--- src/hw/rtl/wts_pkg.sv ---
// Package for the weekly timetable scheduler: constants, payload structs,
// codes and the control structs shared between the top level and the scan unit.
// Depends on nothing.
package wts_pkg;

  localparam int SCAN_HOURS = 168;
  localparam int KW         = $clog2(SCAN_HOURS);
  localparam int MASK_W     = 56;

  localparam logic [MASK_W-1:0] HOURS_0_TO_7_RST   = 56'h00_0000_0000_0000;
  localparam logic [MASK_W-1:0] HOURS_8_TO_15_RST  = 56'hFF_FFFF_FFFF_FF80;
  localparam logic [MASK_W-1:0] HOURS_16_TO_23_RST = 56'h00_0000_0FFF_FFFF;

  typedef enum logic [1:0] {
    MODE_CHECK   = 2'd0,
    MODE_START_Q = 2'd1,
    MODE_STOP_Q  = 2'd2
  } mode_e;

  typedef enum logic [2:0] {
    CFG_HOURS_0_TO_7   = 3'd0,
    CFG_HOURS_8_TO_15  = 3'd1,
    CFG_HOURS_16_TO_23 = 3'd2,
    CFG_TIMETABLE_ON   = 3'd3,
    CFG_AUTO_START     = 3'd4
  } cfg_index_e;

  typedef enum logic [2:0] {
    ST_IDLE,
    ST_EVAL,
    ST_STOP_SCAN,
    ST_START_SCAN,
    ST_DONE
  } state_e;

  typedef enum logic [1:0] {
    SCAN_NOP,
    SCAN_LOAD,
    SCAN_RUN
  } scan_op_e;

  typedef enum logic {
    KIND_STOP,
    KIND_START
  } scan_kind_e;

  typedef struct packed {
    logic [1:0] mode;
    logic [4:0] hour;
    logic [2:0] weekday;
    logic       docked;
    logic [7:0] rain_hold_hours;
    logic       operator_docked;
    logic       work_left;
    logic       frame_completed;
  } in_item_t;

  typedef struct packed {
    logic       allowed_now;
    logic       start_now;
    logic       stop_now;
    logic       start_found;
    logic [2:0] start_day;
    logic [4:0] start_hour;
    logic       stop_found;
    logic [2:0] stop_day;
    logic [4:0] stop_hour;
    logic       query_answer;
  } out_item_t;

  typedef struct packed {
    logic [2:0]        index;
    logic [MASK_W-1:0] data;
  } cfg_write_t;

  typedef struct packed {
    logic [MASK_W-1:0] hours_0_to_7;
    logic [MASK_W-1:0] hours_8_to_15;
    logic [MASK_W-1:0] hours_16_to_23;
    logic              timetable_on;
    logic              auto_start_allowed;
  } cfg_regs_t;

  typedef struct packed {
    scan_op_e   op;
    scan_kind_e kind;
    logic [4:0] hour;
    logic [2:0] weekday;
    logic       trig;
  } scan_cmd_t;

  typedef struct packed {
    logic       allowed;
    logic       done;
    logic       found;
    logic [4:0] hour;
    logic [2:0] weekday;
  } scan_sts_t;

endpackage

--- src/hw/rtl/wts_in_if.sv ---
// Input item channel of the weekly timetable scheduler.
// Depends on wts_pkg for the payload type.
interface wts_in_if;
  logic             valid;
  logic             ready;
  wts_pkg::in_item_t data;

  modport source (output valid, output data, input ready);
  modport sink   (input valid, input data, output ready);
endinterface

--- src/hw/rtl/wts_out_if.sv ---
// Result item channel of the weekly timetable scheduler.
// Depends on wts_pkg for the payload type.
interface wts_out_if;
  logic              valid;
  logic              ready;
  wts_pkg::out_item_t data;

  modport source (output valid, output data, input ready);
  modport sink   (input valid, input data, output ready);
endinterface

--- src/hw/rtl/wts_cfg_if.sv ---
// Configuration write channel of the weekly timetable scheduler.
// Depends on wts_pkg for the payload type.
interface wts_cfg_if;
  logic               valid;
  logic               ready;
  wts_pkg::cfg_write_t data;

  modport source (output valid, output data, input ready);
  modport sink   (input valid, input data, output ready);
endinterface

--- src/hw/rtl/weekly_timetable_scheduler.sv ---
// Weekly timetable scheduler top level: configuration registers, trigger
// latches, sequencer and output register. Depends on wts_pkg, the three
// channel interfaces and wts_scan_unit.
//
//  channel | dir | payload                         | transfer when
//  --------+-----+---------------------------------+----------------------------
//  in_i    | in  | mode, hour, weekday, flags, hold | in_i.valid && in_i.ready
//  out_o   | out | allowed/start/stop flags, times  | out_o.valid && out_o.ready
//  cfg_i   | in  | register index, 56-bit data      | cfg_i.valid (ready is high)
//
// A check item passes through EVAL, STOP_SCAN, START_SCAN and DONE before the
// next possible input transfer; its result is loaded into the output register
// from DONE. The shared scan unit walks one hour per cycle, first for a stop
// edge, then for a start.
// A pass ends early on a hit and finishes at once when it cannot find anything.
// Query items and unused modes skip both scans; their result passes through the
// result register into the output register.
// Reset loads the register defaults and clears all latches; no sweep follows.
// A result waits in the output register; the block takes the next item
// meanwhile and holds its own result back until that register is free.
module weekly_timetable_scheduler (
  input  logic      clk_i,
  input  logic      rst_ni,
  wts_in_if.sink    in_i,
  wts_out_if.source out_o,
  wts_cfg_if.sink   cfg_i
);
  import wts_pkg::*;

  state_e    state_q, state_d;
  in_item_t  item_q, item_d;
  out_item_t res_q, res_d;
  out_item_t out_data_q, out_data_d;
  logic      out_valid_q, out_valid_d;
  cfg_regs_t cfg_q, cfg_d;
  logic      last_allowed_q, last_allowed_d;
  logic      start_latch_q, start_latch_d;
  logic      stop_latch_q, stop_latch_d;
  logic      start_pending_q, start_pending_d;
  logic      stop_pending_q, stop_pending_d;

  scan_cmd_t cmd;
  scan_sts_t sts;
  logic      in_ready;
  logic      load_out;
  logic      changed;
  logic      pend;

  wts_scan_unit u_scan (
    .clk_i  (clk_i),
    .rst_ni (rst_ni),
    .cfg_i  (cfg_q),
    .item_i (item_q),
    .cmd_i  (cmd),
    .sts_o  (sts)
  );

  // Configuration: always ready; writes beyond the list are dropped
  assign cfg_i.ready = 1'b1;

  always_comb begin
    cfg_d = cfg_q;
    if (cfg_i.valid) begin
      case (cfg_i.data.index)
        CFG_HOURS_0_TO_7:   cfg_d.hours_0_to_7       = cfg_i.data.data;
        CFG_HOURS_8_TO_15:  cfg_d.hours_8_to_15      = cfg_i.data.data;
        CFG_HOURS_16_TO_23: cfg_d.hours_16_to_23     = cfg_i.data.data;
        CFG_TIMETABLE_ON:   cfg_d.timetable_on       = cfg_i.data.data[0];
        CFG_AUTO_START:     cfg_d.auto_start_allowed = cfg_i.data.data[0];
        default:            cfg_d = cfg_q;
      endcase
    end
  end

  // Next state
  always_comb begin
    state_d = state_q;
    case (state_q)
      ST_IDLE: begin
        if (in_i.valid) begin
          state_d = (in_i.data.mode == MODE_CHECK) ? ST_EVAL : ST_DONE;
        end
      end
      ST_EVAL:       state_d = ST_STOP_SCAN;
      ST_STOP_SCAN:  if (sts.done) state_d = ST_START_SCAN;
      ST_START_SCAN: if (sts.done) state_d = ST_DONE;
      ST_DONE:       if (!out_valid_q || out_o.ready) state_d = ST_IDLE;
      default:       state_d = ST_IDLE;
    endcase
  end

  // Outputs of the sequencer: unit commands, latch and result updates
  always_comb begin
    in_ready        = 1'b0;
    load_out        = 1'b0;
    changed         = 1'b0;
    pend            = 1'b0;
    cmd             = '{op: SCAN_NOP, kind: KIND_STOP, hour: '0, weekday: '0, trig: 1'b0};
    item_d          = item_q;
    res_d           = res_q;
    last_allowed_d  = last_allowed_q;
    start_latch_d   = start_latch_q;
    stop_latch_d    = stop_latch_q;
    start_pending_d = start_pending_q;
    stop_pending_d  = stop_pending_q;
    case (state_q)
      ST_IDLE: begin
        in_ready = 1'b1;
        if (in_i.valid) begin
          item_d = in_i.data;
          res_d  = '0;
          case (in_i.data.mode)
            MODE_CHECK: begin
              // Point the unit at the current hour so the next cycle reads it
              cmd.op      = SCAN_LOAD;
              cmd.hour    = in_i.data.hour;
              cmd.weekday = in_i.data.weekday;
            end
            MODE_START_Q: begin
              res_d.query_answer = start_pending_q;
              start_latch_d      = start_latch_q | start_pending_q;
            end
            MODE_STOP_Q: begin
              res_d.query_answer = stop_pending_q;
              stop_latch_d       = stop_latch_q | stop_pending_q;
            end
            default: res_d = '0;
          endcase
        end
      end
      ST_EVAL: begin
        // Clear both latches when the allowed state has moved
        changed           = (sts.allowed != last_allowed_q);
        res_d.allowed_now = sts.allowed;
        if (changed) begin
          last_allowed_d = sts.allowed;
          start_latch_d  = 1'b0;
          stop_latch_d   = 1'b0;
        end
        cmd.op      = SCAN_RUN;
        cmd.kind    = KIND_STOP;
        cmd.hour    = item_q.hour;
        cmd.weekday = item_q.weekday;
        cmd.trig    = changed ? 1'b0 : stop_latch_q;
      end
      ST_STOP_SCAN: begin
        if (sts.done) begin
          pend = sts.found && (sts.weekday == item_q.weekday) &&
                 (sts.hour == item_q.hour);
          stop_pending_d   = pend;
          res_d.stop_now   = pend;
          res_d.stop_found = sts.found;
          res_d.stop_day   = sts.found ? sts.weekday : 3'd0;
          res_d.stop_hour  = sts.found ? sts.hour : 5'd0;
          cmd.op      = SCAN_RUN;
          cmd.kind    = KIND_START;
          cmd.hour    = item_q.hour;
          cmd.weekday = item_q.weekday;
          cmd.trig    = start_latch_q;
        end
      end
      ST_START_SCAN: begin
        if (sts.done) begin
          pend = sts.found && (sts.weekday == item_q.weekday) &&
                 (sts.hour == item_q.hour);
          start_pending_d   = pend;
          res_d.start_now   = pend;
          res_d.start_found = sts.found;
          res_d.start_day   = sts.found ? sts.weekday : 3'd0;
          res_d.start_hour  = sts.found ? sts.hour : 5'd0;
        end
      end
      ST_DONE: begin
        load_out = !out_valid_q || out_o.ready;
      end
      default: begin
        in_ready = 1'b0;
      end
    endcase
  end

  // Output register: load a finished result, drop it after its transfer
  always_comb begin
    out_data_d  = out_data_q;
    out_valid_d = out_valid_q;
    if (load_out) begin
      out_data_d  = res_q;
      out_valid_d = 1'b1;
    end else if (out_o.ready) begin
      out_valid_d = 1'b0;
    end
  end

  always_ff @(posedge clk_i or negedge rst_ni) begin
    if (!rst_ni) begin
      state_q                  <= ST_IDLE;
      item_q                   <= '0;
      res_q                    <= '0;
      out_data_q               <= '0;
      out_valid_q              <= 1'b0;
      cfg_q.hours_0_to_7       <= HOURS_0_TO_7_RST;
      cfg_q.hours_8_to_15      <= HOURS_8_TO_15_RST;
      cfg_q.hours_16_to_23     <= HOURS_16_TO_23_RST;
      cfg_q.timetable_on       <= 1'b0;
      cfg_q.auto_start_allowed <= 1'b1;
      last_allowed_q           <= 1'b0;
      start_latch_q            <= 1'b0;
      stop_latch_q             <= 1'b0;
      start_pending_q          <= 1'b0;
      stop_pending_q           <= 1'b0;
    end else begin
      state_q         <= state_d;
      item_q          <= item_d;
      res_q           <= res_d;
      out_data_q      <= out_data_d;
      out_valid_q     <= out_valid_d;
      cfg_q           <= cfg_d;
      last_allowed_q  <= last_allowed_d;
      start_latch_q   <= start_latch_d;
      stop_latch_q    <= stop_latch_d;
      start_pending_q <= start_pending_d;
      stop_pending_q  <= stop_pending_d;
    end
  end

  assign in_i.ready  = in_ready;
  assign out_o.valid = out_valid_q;
  assign out_o.data  = out_data_q;

endmodule

--- src/hw/rtl/wts_scan_unit.sv ---
// Shared scan unit: looks up one slot of the week table per cycle and steps
// hour by hour, hunting for a stop or a start event. Depends on wts_pkg.
module wts_scan_unit (
  input  logic               clk_i,
  input  logic               rst_ni,
  input  wts_pkg::cfg_regs_t cfg_i,
  input  wts_pkg::in_item_t  item_i,
  input  wts_pkg::scan_cmd_t cmd_i,
  output wts_pkg::scan_sts_t sts_o
);
  import wts_pkg::*;

  logic       run_q, run_d;
  logic       done_q, done_d;
  logic       found_q, found_d;
  scan_kind_e kind_q, kind_d;
  logic [4:0] hr_q, hr_d;
  logic [2:0] day_q, day_d;
  logic [KW-1:0] k_q, k_d;
  logic       level_q, level_d;
  logic       trig_q, trig_d;
  logic [4:0] fh_q, fh_d;
  logic [2:0] fd_q, fd_d;

  logic       slot;
  logic [5:0] bit_sel;
  logic [MASK_W-1:0] mask_sel;
  logic [7:0] k_ext;
  logic       past_hold;
  logic       edge_seen;
  logic       hit;
  logic       upd_en;
  logic       skip;

  // Slot lookup: day mask bank by hour group, bit 7*(hour mod 8) + day
  always_comb begin
    case (hr_q[4:3])
      2'd0:    mask_sel = cfg_i.hours_0_to_7;
      2'd1:    mask_sel = cfg_i.hours_8_to_15;
      default: mask_sel = cfg_i.hours_16_to_23;
    endcase
    bit_sel = ({3'b000, hr_q[2:0]} * 6'd7) + {3'b000, day_q};
    if (!cfg_i.timetable_on) begin
      slot = 1'b1;
    end else if (hr_q > 5'd23 || day_q > 3'd6) begin
      slot = 1'b0;
    end else begin
      slot = mask_sel[bit_sel];
    end
  end

  assign k_ext     = 8'(k_q);
  assign past_hold = (k_ext >= item_i.rain_hold_hours);
  assign edge_seen = (slot != level_q);

  always_comb begin
    if (kind_q == KIND_STOP) begin
      hit    = edge_seen && !slot && !trig_q;
      upd_en = 1'b1;
    end else begin
      upd_en = past_hold && cfg_i.timetable_on;
      if (!past_hold) begin
        hit = 1'b0;
      end else if (!cfg_i.timetable_on) begin
        hit = !item_i.operator_docked && item_i.work_left;
      end else begin
        hit = (edge_seen && slot && !trig_q) ||
              (slot && !item_i.operator_docked &&
               (!item_i.frame_completed || item_i.work_left));
      end
    end
  end

  // A pass that can never find anything finishes at once
  assign skip = (cmd_i.kind == KIND_STOP) ? !cfg_i.timetable_on :
                (!cfg_i.auto_start_allowed || !item_i.docked);

  always_comb begin
    run_d   = run_q;
    done_d  = 1'b0;
    found_d = found_q;
    kind_d  = kind_q;
    hr_d    = hr_q;
    day_d   = day_q;
    k_d     = k_q;
    level_d = level_q;
    trig_d  = trig_q;
    fh_d    = fh_q;
    fd_d    = fd_q;
    case (cmd_i.op)
      SCAN_LOAD: begin
        hr_d  = cmd_i.hour;
        day_d = cmd_i.weekday;
      end
      SCAN_RUN: begin
        hr_d    = cmd_i.hour;
        day_d   = cmd_i.weekday;
        kind_d  = cmd_i.kind;
        k_d     = '0;
        level_d = (cmd_i.kind == KIND_STOP);
        trig_d  = cmd_i.trig;
        if (skip) begin
          done_d  = 1'b1;
          found_d = 1'b0;
          run_d   = 1'b0;
        end else begin
          run_d = 1'b1;
        end
      end
      default: begin
        if (run_q) begin
          if (hit) begin
            run_d   = 1'b0;
            done_d  = 1'b1;
            found_d = 1'b1;
            fh_d    = hr_q;
            fd_d    = day_q;
          end else if (k_q == KW'(SCAN_HOURS - 1)) begin
            run_d   = 1'b0;
            done_d  = 1'b1;
            found_d = 1'b0;
          end else begin
            k_d = k_q + KW'(1);
            if (upd_en && edge_seen) begin
              trig_d  = 1'b0;
              level_d = slot;
            end
            // Advance one hour; any hour from 23 up wraps into the next day
            if (hr_q >= 5'd23) begin
              hr_d  = '0;
              day_d = (day_q >= 3'd6) ? 3'd0 : day_q + 3'd1;
            end else begin
              hr_d = hr_q + 5'd1;
            end
          end
        end
      end
    endcase
  end

  always_ff @(posedge clk_i or negedge rst_ni) begin
    if (!rst_ni) begin
      run_q   <= 1'b0;
      done_q  <= 1'b0;
      found_q <= 1'b0;
      kind_q  <= KIND_STOP;
      hr_q    <= '0;
      day_q   <= '0;
      k_q     <= '0;
      level_q <= 1'b0;
      trig_q  <= 1'b0;
      fh_q    <= '0;
      fd_q    <= '0;
    end else begin
      run_q   <= run_d;
      done_q  <= done_d;
      found_q <= found_d;
      kind_q  <= kind_d;
      hr_q    <= hr_d;
      day_q   <= day_d;
      k_q     <= k_d;
      level_q <= level_d;
      trig_q  <= trig_d;
      fh_q    <= fh_d;
      fd_q    <= fd_d;
    end
  end

  assign sts_o.allowed = slot;
  assign sts_o.done    = done_q;
  assign sts_o.found   = found_q;
  assign sts_o.hour    = fh_q;
  assign sts_o.weekday = fd_q;

endmodule

--- src/flat_wrapper.sv ---
// flat-port wrapper written by rule: the top's interface ports become plain ports
module weekly_timetable_scheduler_flat import wts_pkg::*;
  (clk_i, rst_ni, in_i_valid, in_i_data, in_i_ready, out_o_valid, out_o_data, out_o_ready, cfg_i_valid, cfg_i_data, cfg_i_ready);
  wts_in_if in_i_i ();
  wts_out_if out_o_i ();
  wts_cfg_if cfg_i_i ();
  input  logic clk_i;
  input  logic rst_ni;
  input wire logic [$bits(in_i_i.valid)-1:0] in_i_valid;
  input wire logic [$bits(in_i_i.data)-1:0] in_i_data;
  output wire logic [$bits(in_i_i.ready)-1:0] in_i_ready;
  output wire logic [$bits(out_o_i.valid)-1:0] out_o_valid;
  output wire logic [$bits(out_o_i.data)-1:0] out_o_data;
  input wire logic [$bits(out_o_i.ready)-1:0] out_o_ready;
  input wire logic [$bits(cfg_i_i.valid)-1:0] cfg_i_valid;
  input wire logic [$bits(cfg_i_i.data)-1:0] cfg_i_data;
  output wire logic [$bits(cfg_i_i.ready)-1:0] cfg_i_ready;
  assign in_i_i.valid = in_i_valid;
  assign in_i_i.data = in_i_data;
  assign in_i_ready = in_i_i.ready;
  assign out_o_valid = out_o_i.valid;
  assign out_o_data = out_o_i.data;
  assign out_o_i.ready = out_o_ready;
  assign cfg_i_i.valid = cfg_i_valid;
  assign cfg_i_i.data = cfg_i_data;
  assign cfg_i_ready = cfg_i_i.ready;
  weekly_timetable_scheduler u_core (.clk_i(clk_i), .rst_ni(rst_ni), .in_i(in_i_i), .out_o(out_o_i), .cfg_i(cfg_i_i));
endmodule
--- config.mk ---
export PLATFORM = sky130hd
export DESIGN_NAME = weekly_timetable_scheduler_flat
export DESIGN_NICKNAME = d
export VERILOG_FILES = /design/src/hw/rtl/wts_pkg.sv /design/src/hw/rtl/wts_in_if.sv /design/src/hw/rtl/wts_out_if.sv /design/src/hw/rtl/wts_cfg_if.sv /design/src/hw/rtl/weekly_timetable_scheduler.sv /design/src/hw/rtl/wts_scan_unit.sv /design/src/flat_wrapper.sv
export SDC_FILE = /design/constraint.sdc
export NUM_CORES = 1
export LEC_CHECK = 0
export BUFFER_PORTS_ARGS = -buffer_cell sky130_fd_sc_hd__buf_2
export CORE_MARGIN = 2
export CORE_UTILIZATION = 55
export CTS_CLUSTER_DIAMETER = 50
export CTS_CLUSTER_SIZE = 20
export DETAILED_ROUTE_END_ITERATION = 8
export GPL_TIMING_DRIVEN = 0
export PLACE_DENSITY = 0.72
export SYNTH_ARGS = -nofsm -noshare
export SYNTH_HDL_FRONTEND = slang
export SYNTH_SLANG_ARGS = --single-unit
--- constraint.sdc ---
create_clock -name clk_i -period 15.6 [get_ports clk_i]
set_input_delay 0.78 -clock clk_i [delete_from_list [all_inputs] [get_ports clk_i]]
set_output_delay 0.78 -clock clk_i [all_outputs]
set_load 0.005 [all_outputs]
==> results of run 1 <==
## per-layer routing
layer / GRT usage, % / routed length, µm
met1: 30.9 / 12700
met2: 39.5 / 14400
met3: 3.92 / 1570
met4: 7.41 / 858
met5: 0 / 24
## flip-flops by register name, summed over array words and instances, names as in the netlist
register and flops:
u_core.cfg_q 170, u_core.item_q 20, u_core.last_allowed_q 1, u_core.out_o.data 22
u_core.out_o.valid 1, u_core.res_q 22, u_core.start_latch_q 1, u_core.start_pending_q 1
u_core.state_q 3, u_core.stop_latch_q 1, u_core.stop_pending_q 1, u_core.u_scan.day_q 3
u_core.u_scan.done_q 1, u_core.u_scan.fd_q 3, u_core.u_scan.fh_q 5, u_core.u_scan.found_q 1
u_core.u_scan.hr_q 5, u_core.u_scan.k_ext 8, u_core.u_scan.kind_q 1, u_core.u_scan.level_q 1
u_core.u_scan.run_q 1, u_core.u_scan.trig_q 1
## path summary, 6_finish.rpt
kind                                             from                     end  slack [ns]  depth (start not counted)
max in group asynchronous                      rst_ni       u_core.cfg_q[135]       14.54                          2
worst min register to register       u_core.res_q[20]        u_core.res_q[20]        0.47                          1
worst max-delay path            u_core.u_scan.hr_q[0]  u_core.u_scan.day_q[1]        9.17                         19
min in group clk_i                      in_i_data[10]       u_core.item_q[10]        0.43                          3
worst max register to register  u_core.u_scan.hr_q[0]  u_core.u_scan.day_q[1]        9.17                         19
worst min-delay path                           rst_ni   u_core.out_o.data[14]        0.15                          1
## cells by family after synthesis
family                     Yosys count
AOI/OAI and AO/OA                  145
xor gates and xnor gates            13
adders and majority gates           33
buffers and inverters               98
DFF                                273
muxes                              290
other                                1
and+or+nand+nor                    173
## power by group
part,switching [mW],internal [mW]
clock network,0.317,0.398
logic,0.792,0.647
registers,0.123,0.908
total,1.23,1.95
## through the flow
step           power [mW]  area (µm²)  hold WS (ns)
2_1_floorplan        2.06       13300         0.446
3_3_place_gp         2.43       14300         0.459
3_5_place_dp         2.46       14400         0.466
4_1_cts              3.19       15400         0.147
5_1_grt              3.38       15400         0.166
6_report             3.19       15400         0.151
## cells in the mapped netlist, drive strengths merged, types with 3 or more instances
cell type,instances,area share [%]
nor4,6,0.28
nand2b,8,0.39
a211oi,6,0.38
clkbuf,36,1.0
mux2,248,21
fa,4,0.60
buf,22,0.96
xor2,9,0.59
nand3b,5,0.28
nor3,12,0.49
mux2i,18,1.3
nand4,5,0.23
o21a,4,0.23
and3,8,0.38
nand3,14,0.53
a22oi,13,0.73
mux4,24,4.0
a311o,3,0.23
a21o,11,0.62
nor2,34,1.0
nor3b,3,0.17
or2,3,0.14
a21oi,13,0.49
o32ai,3,0.20
and2,11,0.52
nor2b,8,0.38
dfrtp,195,37
ha,29,2.7
a32o,3,0.23
inv,40,1.1
nand2,50,1.4
a22o,17,1.1
dfstp,78,15
o21ai,27,1.0
a2111oi,4,0.31
o211ai,14,0.79
o22ai,4,0.19
a31oi,6,0.28
xnor2,4,0.26
## cell type report
cell class / count / area share [%]
clock inverters: 23 / 1.44
well taps: 324 / 2.64
flip-flops and latches: 273 / 45.1
repair buffers: 111 / 3.97
multi-input cells: 655 / 39.0
clock buffers: 33 / 5.16
plain buffers: 58 / 1.71
inverters: 40 / 0.976
==> metrics, run 1 <==
CP Class flip-flop to flip-flop; area delta synth->final 15.2%; Final GP Congestion 0.820; worst vdd ir 0.163 mV; arrival time worst endpoint 6.87 ns; commonest non-fill, non-tap cell in the layout mux2_2; # fillers 1862; final cycle utilization of the critical path 41.2%; routed wire length 29.5 mm; min Tclk post-route 6.43 ns; total grt overflow 0; f_max 0.155 GHz; vias in the first global route 9105; mux contribution to synthesized area 26.3%; final std cells w/o fill 1517; Final ANT Viol Nets 0; Post-DP HPWL 20.9 mm; most frequent CP cell fa_1; worst endpoint required time 16.03 ns; Final Hold Viols 0; Max FO, Critical Path 10; via density per instance 5.80; RSZ-0062 raised after global routing no; slowest cell on the critical path fa_1; clock buffer depth 3; drt wl/cell 19.5 µm; TNS Setup 0 ns; number of buffers and inverters on the critical path 4; Compound-Gate Fraction of Synth Area 7.87%; most frequent cells in the layout mux2_2, dfrtp_1, buf_2, dfstp_2, nand2_1; crit-path max cell delay 0.80 ns; final core occ 64.0%; Power Density 207 nW/µm²; Final nets 1288; status finished, final reports clean; CP cell instances fa_1 -> inv_1 -> fa_1 -> fa_1 -> clkbuf_1 -> and2_1 -> a22oi_1 -> a2111oi_0 -> nor4_1 -> nor3_2 -> nand2b_2 -> inv_2 -> ha_1 -> nor3b_1 -> a31o_2 -> a211oi_2 -> buf_2 -> a31oi_1 -> o22a_1; final worst slack 9.17 ns; post-synthesis adder-cell area fraction 3.32%; Rows 57; Avg Cell Area, Syn 13.0 µm²; Pleak 6.77 nW; max_slew headroom 42.6%; Yosys cell types 70; clock slew at reported path FFs 0.07 ns; Yosys warning total 0; first-pass GRT wire length 47.8 mm; Mapped Cells 1026; Die Area 25500 µm²; initial antenna violation count 2; worst min-delay path class primary input to async pin; Seq cells post-synth 273; share of the yosys chip area belonging to registers 51.9%; max-slew violation count 0; placed cell count 1461; htree depth 1; measured slew at the worst slew-check pin 0.861 ns; Seq. cell area 6930 µm²; CTS tree built; boundary pin count 111; layout cells sized above 1 45.3%; Initial Util 55.5%; area share of and/or/nand/nor cells after synthesis 6.59%; Die X 160 µm; Async S/R FF share, synth 100%; via count 8806; syn nets 1145; Post-CTS Hold Fix Bufs 0; cts bufs inserted 30; area of the multi-input gates 6000 µm²; final setup vio count 0; Port Buffers 109; CORE AREA 24000 µm²; CP Capture Type flip-flop; ANT cells 0; setup bufs post-CTS 0; worst-case clock skew 0.0166 ns; Post-synth EDFFs 0; max-cap violations 0; Root Buffer clkbuf_16; DP Worst Slack 9.28 ns; cell family with most CP delay adder cells; Die Y 160 µm; All-Layer GR Usage 23.3%; top_reg_cell synth dfrtp_1; CTS resizes 0; Setup crit start kind flip-flop; xor-xnor portion of the synthesized cell area 0.853%; insertion delay to the later sink of the worst-skew pair 0.56 ns; drt initial violations 463; DR pass1 iterations 5; CTS sink count 273; pin count of the biggest net entering global routing 115; largest family of logic cells by synthesized area multiplexers; Cell Area, Synth 13300 µm²; DRC errors left 0
(Power assumes the default switching activity.)
==> inputs of run 2 (changes only) <==
- clock period: 15.6 -> 6.1 ns (I/O delays scaled with it)
==> run 2 against run 1 <==
Effect of this change:
- sequential power increased to 2.6 times the previous value
- maximum frequency is 9.4% higher
- final cell count increased by 2.8%
- die area is the same
- count of clock-buffer cells in the layout unchanged
- cell area rose by 2.9%
==> metrics, run 2 (synthesized netlist as in run 1, its figures left out) <==
final cycle utilization of the critical path 96.4% (+55 points); cell family with most CP delay adder cells; Die X 160 µm (unchanged); Max FO, Critical Path 10 (unchanged); Reg with most FFs u_core.cfg_q; area of the multi-input gates 6020 µm² (+0.23%); Rows 57 (unchanged); total grt overflow 0 (unchanged); Final nets 1331 (+3.3%); max-slew violation count 0 (unchanged); Post-Place Cell Area 14400 µm² (unchanged); initial antenna violation count 1 (-1); hold path cells 2; via density per instance 5.71 (-1.6%); Reg2Reg Launch Point u_core.u_scan.hr_q[0]; most frequent CP cell fa_1; boundary pin count 111 (unchanged); layout cells sized above 1 44.0% (-1.3 points); Port Buffers 109 (unchanged); worst-case clock skew 0.0152 ns (-0.00142 ns); final std cells w/o fill 1560 (+2.8%); vias in the first global route 9362 (+2.8%); most frequent cells in the layout mux2_2, dfrtp_1, buf_2, dfstp_2, nand2_1; number of buffers and inverters on the critical path 3 (-1); DR pass1 iterations 5 (unchanged); worst vdd ir 0.421 mV (+160%); cts bufs inserted 30 (unchanged); pin count of the biggest net entering global routing 115 (unchanged); CTS sink count 273 (unchanged); f_max 0.170 GHz (+9.4%); DRC errors left 0 (unchanged); drt wl/cell 19.2 µm (-1.5%); placed cell count 1461 (unchanged); drt initial violations 486 (+5.0%); Setup crit start kind flip-flop; Initial Util 55.5% (unchanged); Pleak 6.96 nW (+2.8%); Final ANT Viol Nets 0 (unchanged); max-cap violations 0 (unchanged); Seq. cell area 6930 µm² (unchanged); insertion delay to the later sink of the worst-skew pair 0.56 ns (about the same); worst hold endpoint u_core.cfg_q[145]; max_slew headroom 43.7% (+1.1 points); flop2flop setup slack 0.22 ns (-8.95 ns); crit-path max cell delay 0.74 ns (-0.06 ns); worst endpoint required time 6.53 ns (-9.50 ns); ANT cells 0 (unchanged); Power Density 523 nW/µm² (+150%); R2R cell count 18 (-1); CP cell instances fa_1 -> inv_1 -> fa_1 -> fa_2 -> clkbuf_4 -> mux4_2 -> o2bb2ai_1 -> nor4_1 -> nor4bb_1 -> nor3_2 -> nand2b_2 -> ha_1 -> a32o_1 -> a31o_2 -> a21oi_1 -> buf_2 -> nand2_1 -> a311o_1; first-pass GRT wire length 48.7 mm (+1.9%); clock slew at reported path FFs 0.07 ns (about the same); Final GP Congestion 0.820 (unchanged); final setup vio count 0 (unchanged); clock buffer depth 3 (unchanged); measured slew at the worst slew-check pin 0.844 ns (-0.0166 ns); Root Buffer clkbuf_16; min Tclk post-route 5.88 ns (-0.554 ns); r2r endpoint u_core.u_scan.day_q[2]; hold wc startpoint cfg_i_data[31]; CORE AREA 24000 µm² (unchanged); via count 8908 (+1.2%); Die Y 160 µm (unchanged); CP Capture Type flip-flop; routed wire length 29.9 mm (+1.3%); Final Cell Area 15800 µm² (+2.9%); All-Layer GR Usage 23.7% (+0.40 points); CTS tree built; # fillers 1828 (-1.8%); arrival time worst endpoint 6.31 ns (-0.56 ns); Post-DP HPWL 20.9 mm (unchanged); slowest cell on the critical path fa_2; area delta synth->final 18.6%; htree depth 1 (unchanged); status finished, final reports clean; Die Area 25500 µm² (unchanged); number of flip-flops in the largest register 170 (unchanged); commonest non-fill, non-tap cell in the layout mux2_2; CP Class flip-flop to flip-flop; Final Hold Viols 0 (unchanged); worst min-delay path class primary input to flip-flop
run 2: final cells by class:
type / instances / share of cell area (%)
tap: 324 / 2.56
inverter: 40 / 0.949
clock inverter: 23 / 1.40
timing repair buffer: 154 / 6.56
multi-input combinational: 655 / 38.0
sequential: 273 / 43.8
buffer: 58 / 1.68
clock buffer: 33 / 5.01
run 2: stage by stage:
stage / util, % / hold WS (ns) / setup TNS (ns) / power (mW) / setup slack, ns
after global routing: 65.8 / 0.00443 / -0.00492 / 8.76 / -0.00492
after floorplan: - / 0.00941 / 0 / 5.28 / 0.842
after detailed placement: 59.8 / 0.267 / -2.58 / 6.30 / -0.221
after CTS: 65.8 / 0.000109 / 0 / 8.23 / 0.0277
after global placement: 59.5 / 0.459 / -51.79 / 6.21 / -0.278
final: 65.8 / 0.0197 / 0 / 8.27 / 0.220
run 2: worst register-to-register path, stage by stage (launching register included):
cell and delay (ns):
dfrtp_1 0.50, fa_1 0.57, inv_1 0.05, fa_1 0.54
fa_2 0.74, clkbuf_4 0.30, mux4_2 0.36, o2bb2ai_1 0.21
nor4_1 0.07, nor4bb_1 0.35, nor3_2 0.14, nand2b_2 0.23
ha_1 0.19, a32o_1 0.25, a31o_2 0.30, a21oi_1 0.21
buf_2 0.28, nand2_1 0.11, a311o_1 0.37
run 2: metal layers:
layer / share of wire [%] / vias to the layer above / global-route usage, %
li1: - / 4121 / -
met1: 44 / 4514 / 31.2
met2: 49 / 216 / 40.6
met3: 4.6 / 55 / 3.74
met4: 2.9 / 2 / 7.58
met5: 0.043 / - / 0
run 2: worst max path at each step:
stage	from	endpoint	slack (ns)	cells after the start
after floorplan	u_core.u_scan.hr_q[0]	u_core.u_scan.day_q[1]	0.84	18
after global routing	u_core.u_scan.hr_q[0]	u_core.u_scan.day_q[2]	-0.005	18
after detailed placement	u_core.u_scan.hr_q[0]	u_core.u_scan.day_q[1]	-0.22	19
final	u_core.u_scan.hr_q[0]	u_core.u_scan.day_q[2]	0.22	18
after CTS	u_core.u_scan.hr_q[0]	u_core.u_scan.day_q[1]	0.03	18
after global placement	rst_ni	u_core.cfg_q[141]	-0.28	1
run 2: power by group:
group          switching, mW  internal (mW)  total (mW)
logic                   2.06           1.74        3.80
registers              0.315           2.32        2.64
clock network          0.811           1.02        1.83
total                   3.19           5.08        8.27
run 2: timing repair:
action                                  CTS  global route
pin swaps                                 1             1
buffers inserted                          1             0
endpoints found under the setup margin   27            27
hold buffers                             42             0
hold endpoints to repair                127             0
resized for setup                         1             6
==> inputs of run 3 (changes only) <==
--- a/config.mk
+++ b/config.mk
@@ -7,3 +7,2 @@
 export LEC_CHECK = 0
-export BUFFER_PORTS_ARGS = -buffer_cell sky130_fd_sc_hd__buf_2
 export CORE_MARGIN = 2
@@ -13,4 +12,5 @@
 export DETAILED_ROUTE_END_ITERATION = 8
+export DONT_BUFFER_PORTS = 1
 export GPL_TIMING_DRIVEN = 0
-export PLACE_DENSITY = 0.72
+export PLACE_DENSITY = 0.68
 export SYNTH_ARGS = -nofsm -noshare
==> constraint.sdc (replaced) <==
create_clock -name clk_i -period 6.1 [get_ports clk_i]
set_input_delay 1.22 -clock clk_i [delete_from_list [all_inputs] [get_ports clk_i]]
set_output_delay 1.22 -clock clk_i [all_outputs]
set_load 0.005 [all_outputs]
==> run 3 against run 2 <==
Effect of this change:
- cell area down 6.3%
- sequential share of layout area up 3.0 points
- via count down 8.0%
- final cell count down 9.7%
- hold slack better by 0.34 ns
- count of clock-buffer cells in the layout down 1
- clock skew down 0.0061 ns
- routed wire length down 3.8%
==> metrics, run 3 (synthesized netlist as in run 1, its figures left out) <==
layout cells sized above 1 39.9% (-4.2 points); Port Buffers 0 (-100%); number of flip-flops in the largest register 170 (unchanged); CTS tree built; status finished, final reports clean; # fillers 1928 (+5.5%); boundary pin count 111 (unchanged); RSZ-0062 raised after global routing no; clock slew at reported path FFs 0.07 ns (about the same); measured slew at the worst slew-check pin 0.808 ns (-0.0361 ns); Die X 160 µm (unchanged); worst min-delay path class primary input to async pin; insertion delay to the later sink of the worst-skew pair 0.55 ns (about the same); worst-case clock skew 0.00913 ns (-0.00606 ns); hold slack final 0.358 ns (+0.338 ns); Final Hold Viols 0 (unchanged); cts bufs inserted 30 (unchanged); total grt overflow 0 (unchanged); arrival time worst endpoint 6.29 ns (-0.02 ns); Root Buffer clkbuf_16; max_slew headroom 45.9% (+2.2 points); f_max 0.171 GHz (+0.50%); Rows 57 (unchanged); Pleak 6.30 nW (-9.4%); Initial Util 55.5% (unchanged); final cycle utilization of the critical path 95.9% (-0.48 points); number of buffers and inverters on the critical path 4 (+1); Setup crit start kind flip-flop; initial antenna violation count 0 (-1); Die Y 160 µm (unchanged); CTS sink count 273 (unchanged); commonest non-fill, non-tap cell in the layout mux2_2; via density per instance 5.82 (+2.0%); number of cells on the critical path 19 (+1); Final GP Congestion 0.841 (+2.6%); pin count of the biggest net entering global routing 274 (+140%); Final ANT Viol Nets 0 (unchanged); CP Capture Type flip-flop; R2R cell count 19 (+1); Final nets 1179 (-11%); CP Class flip-flop to flip-flop; drt wl/cell 20.4 µm (+6.6%); Reg2Reg Launch Point u_core.u_scan.hr_q[0]; CP cell instances fa_1 -> inv_1 -> fa_1 -> fa_2 -> clkbuf_4 -> mux4_2 -> o2bb2ai_1 -> nor4_1 -> nor4bb_1 -> nor3_2 -> buf_4 -> nand2b_2 -> ha_1 -> a32o_1 -> a31o_2 -> a21oi_1 -> buf_2 -> nand2_1 -> a311o_1; Reg with most FFs u_core.cfg_q; cell family with most CP delay adder cells; Seq. cell area 6930 µm² (unchanged); htree depth 1 (unchanged); drt initial violations 435 (-10%); most frequent cells in the layout mux2_2, dfrtp_1, dfstp_2, nand2_1, inv_1; max-slew violation count 0 (unchanged); worst vdd ir 0.325 mV (-23%); min Tclk post-route 5.85 ns (-0.0295 ns); clock buffer depth 3 (unchanged); area of the multi-input gates 6010 µm² (about the same); CORE AREA 24000 µm² (unchanged); max-cap violations 0 (unchanged); final core occ 61.7% (-4.2 points); flop2flop setup slack 0.25 ns (+0.03 ns); CP Launch Point u_core.u_scan.hr_q[0]; crit-path max cell delay 0.71 ns (-0.03 ns); routed wire length 28.8 mm (-3.8%); most frequent CP cell fa_1; slowest cell on the critical path fa_2; All-Layer GR Usage 22.9% (-0.75 points); Post-DP HPWL 20.0 mm (-4.3%); DRC errors left 0 (unchanged); Max FO, Critical Path 10 (unchanged); ANT cells 0 (unchanged); area delta synth->final 11.1%; via count 8197 (-8.0%); vias in the first global route 8566 (-8.5%); worst endpoint required time 6.54 ns (about the same); DR pass1 iterations 6 (+1); Power Density 550 nW/µm² (+5.3%); first-pass GRT wire length 46.8 mm (-3.9%); r2r endpoint u_core.u_scan.day_q[2]; final setup vio count 0 (unchanged); Die Area 25500 µm² (unchanged)
[run 3: area by class of cell]
cell class,instances,share of cell area [%]
timing repair buffer,2,0.101
tap,324,2.73
clock inverter,24,1.77
multi-input combinational,655,40.6
inverter,40,1.01
buffer,58,1.80
sequential,273,46.7
clock buffer,32,5.26
[run 3: worst max-delay path by stage]
stage / endpoint
floorplan: u_core.u_scan.day_q[1]
global placement: u_core.u_scan.day_q[1]
detailed placement: u_core.u_scan.day_q[1]
CTS: u_core.u_scan.day_q[1]
global route: u_core.u_scan.day_q[2]
finish: u_core.u_scan.day_q[2]
[run 3: layer usage]
layer  global-route usage, %  part of all wire [%]  up-vias
li1                        -                     -     3824
met1                    30.6                    43     4151
met2                    38.8                    49      181
met3                    5.04                   6.4       41
met4                    5.20                   1.8        0
met5                       0                     0        -
[run 3: through the flow]
step / area [µm²] / TNS [ns] / std cells / setup WS, ns / total power, mW
2_1_floorplan: 13300 / 0 / 1026 / 0.842 / 5.28
3_3_place_gp: 13800 / -1.31 / 1350 / -0.156 / 6.14
3_5_place_dp: 13800 / -2.41 / 1350 / -0.201 / 6.19
4_1_cts: 14800 / 0 / 1407 / 0.102 / 8.14
5_1_grt: 14800 / 0 / 1408 / 0.000623 / 8.69
6_report: 14800 / 0 / 1408 / 0.249 / 8.16
[run 3: where the power goes]
group	switching [mW]	leakage (nW)	internal (mW)
clock	0.809	0.505	1.05
combinational	1.95	2.53	1.71
sequential	0.313	3.26	2.32
[run 3: worst register-to-register path, cell delays in order, from the launching register on]
cell and delay, ns:
dfrtp_1 0.50, fa_1 0.58, inv_1 0.05, fa_1 0.55
fa_2 0.72, clkbuf_4 0.27, mux4_2 0.32, o2bb2ai_1 0.21
nor4_1 0.07, nor4bb_1 0.34, nor3_2 0.08, buf_4 0.16
nand2b_2 0.20, ha_1 0.19, a32o_1 0.25, a31o_2 0.29
a21oi_1 0.18, buf_2 0.28, nand2_1 0.13, a311o_1 0.36
[run 3: timing repair]
action | in CTS | in global routing
endpoints found under the setup margin | 26 | 21
resized for setup | 1 | 4
hold buffers | 0 | 0
endpoints found under the hold margin | 0 | 0
cloned | 0 | 0
buffers inserted | 1 | 1
pin swaps | 1 | 2
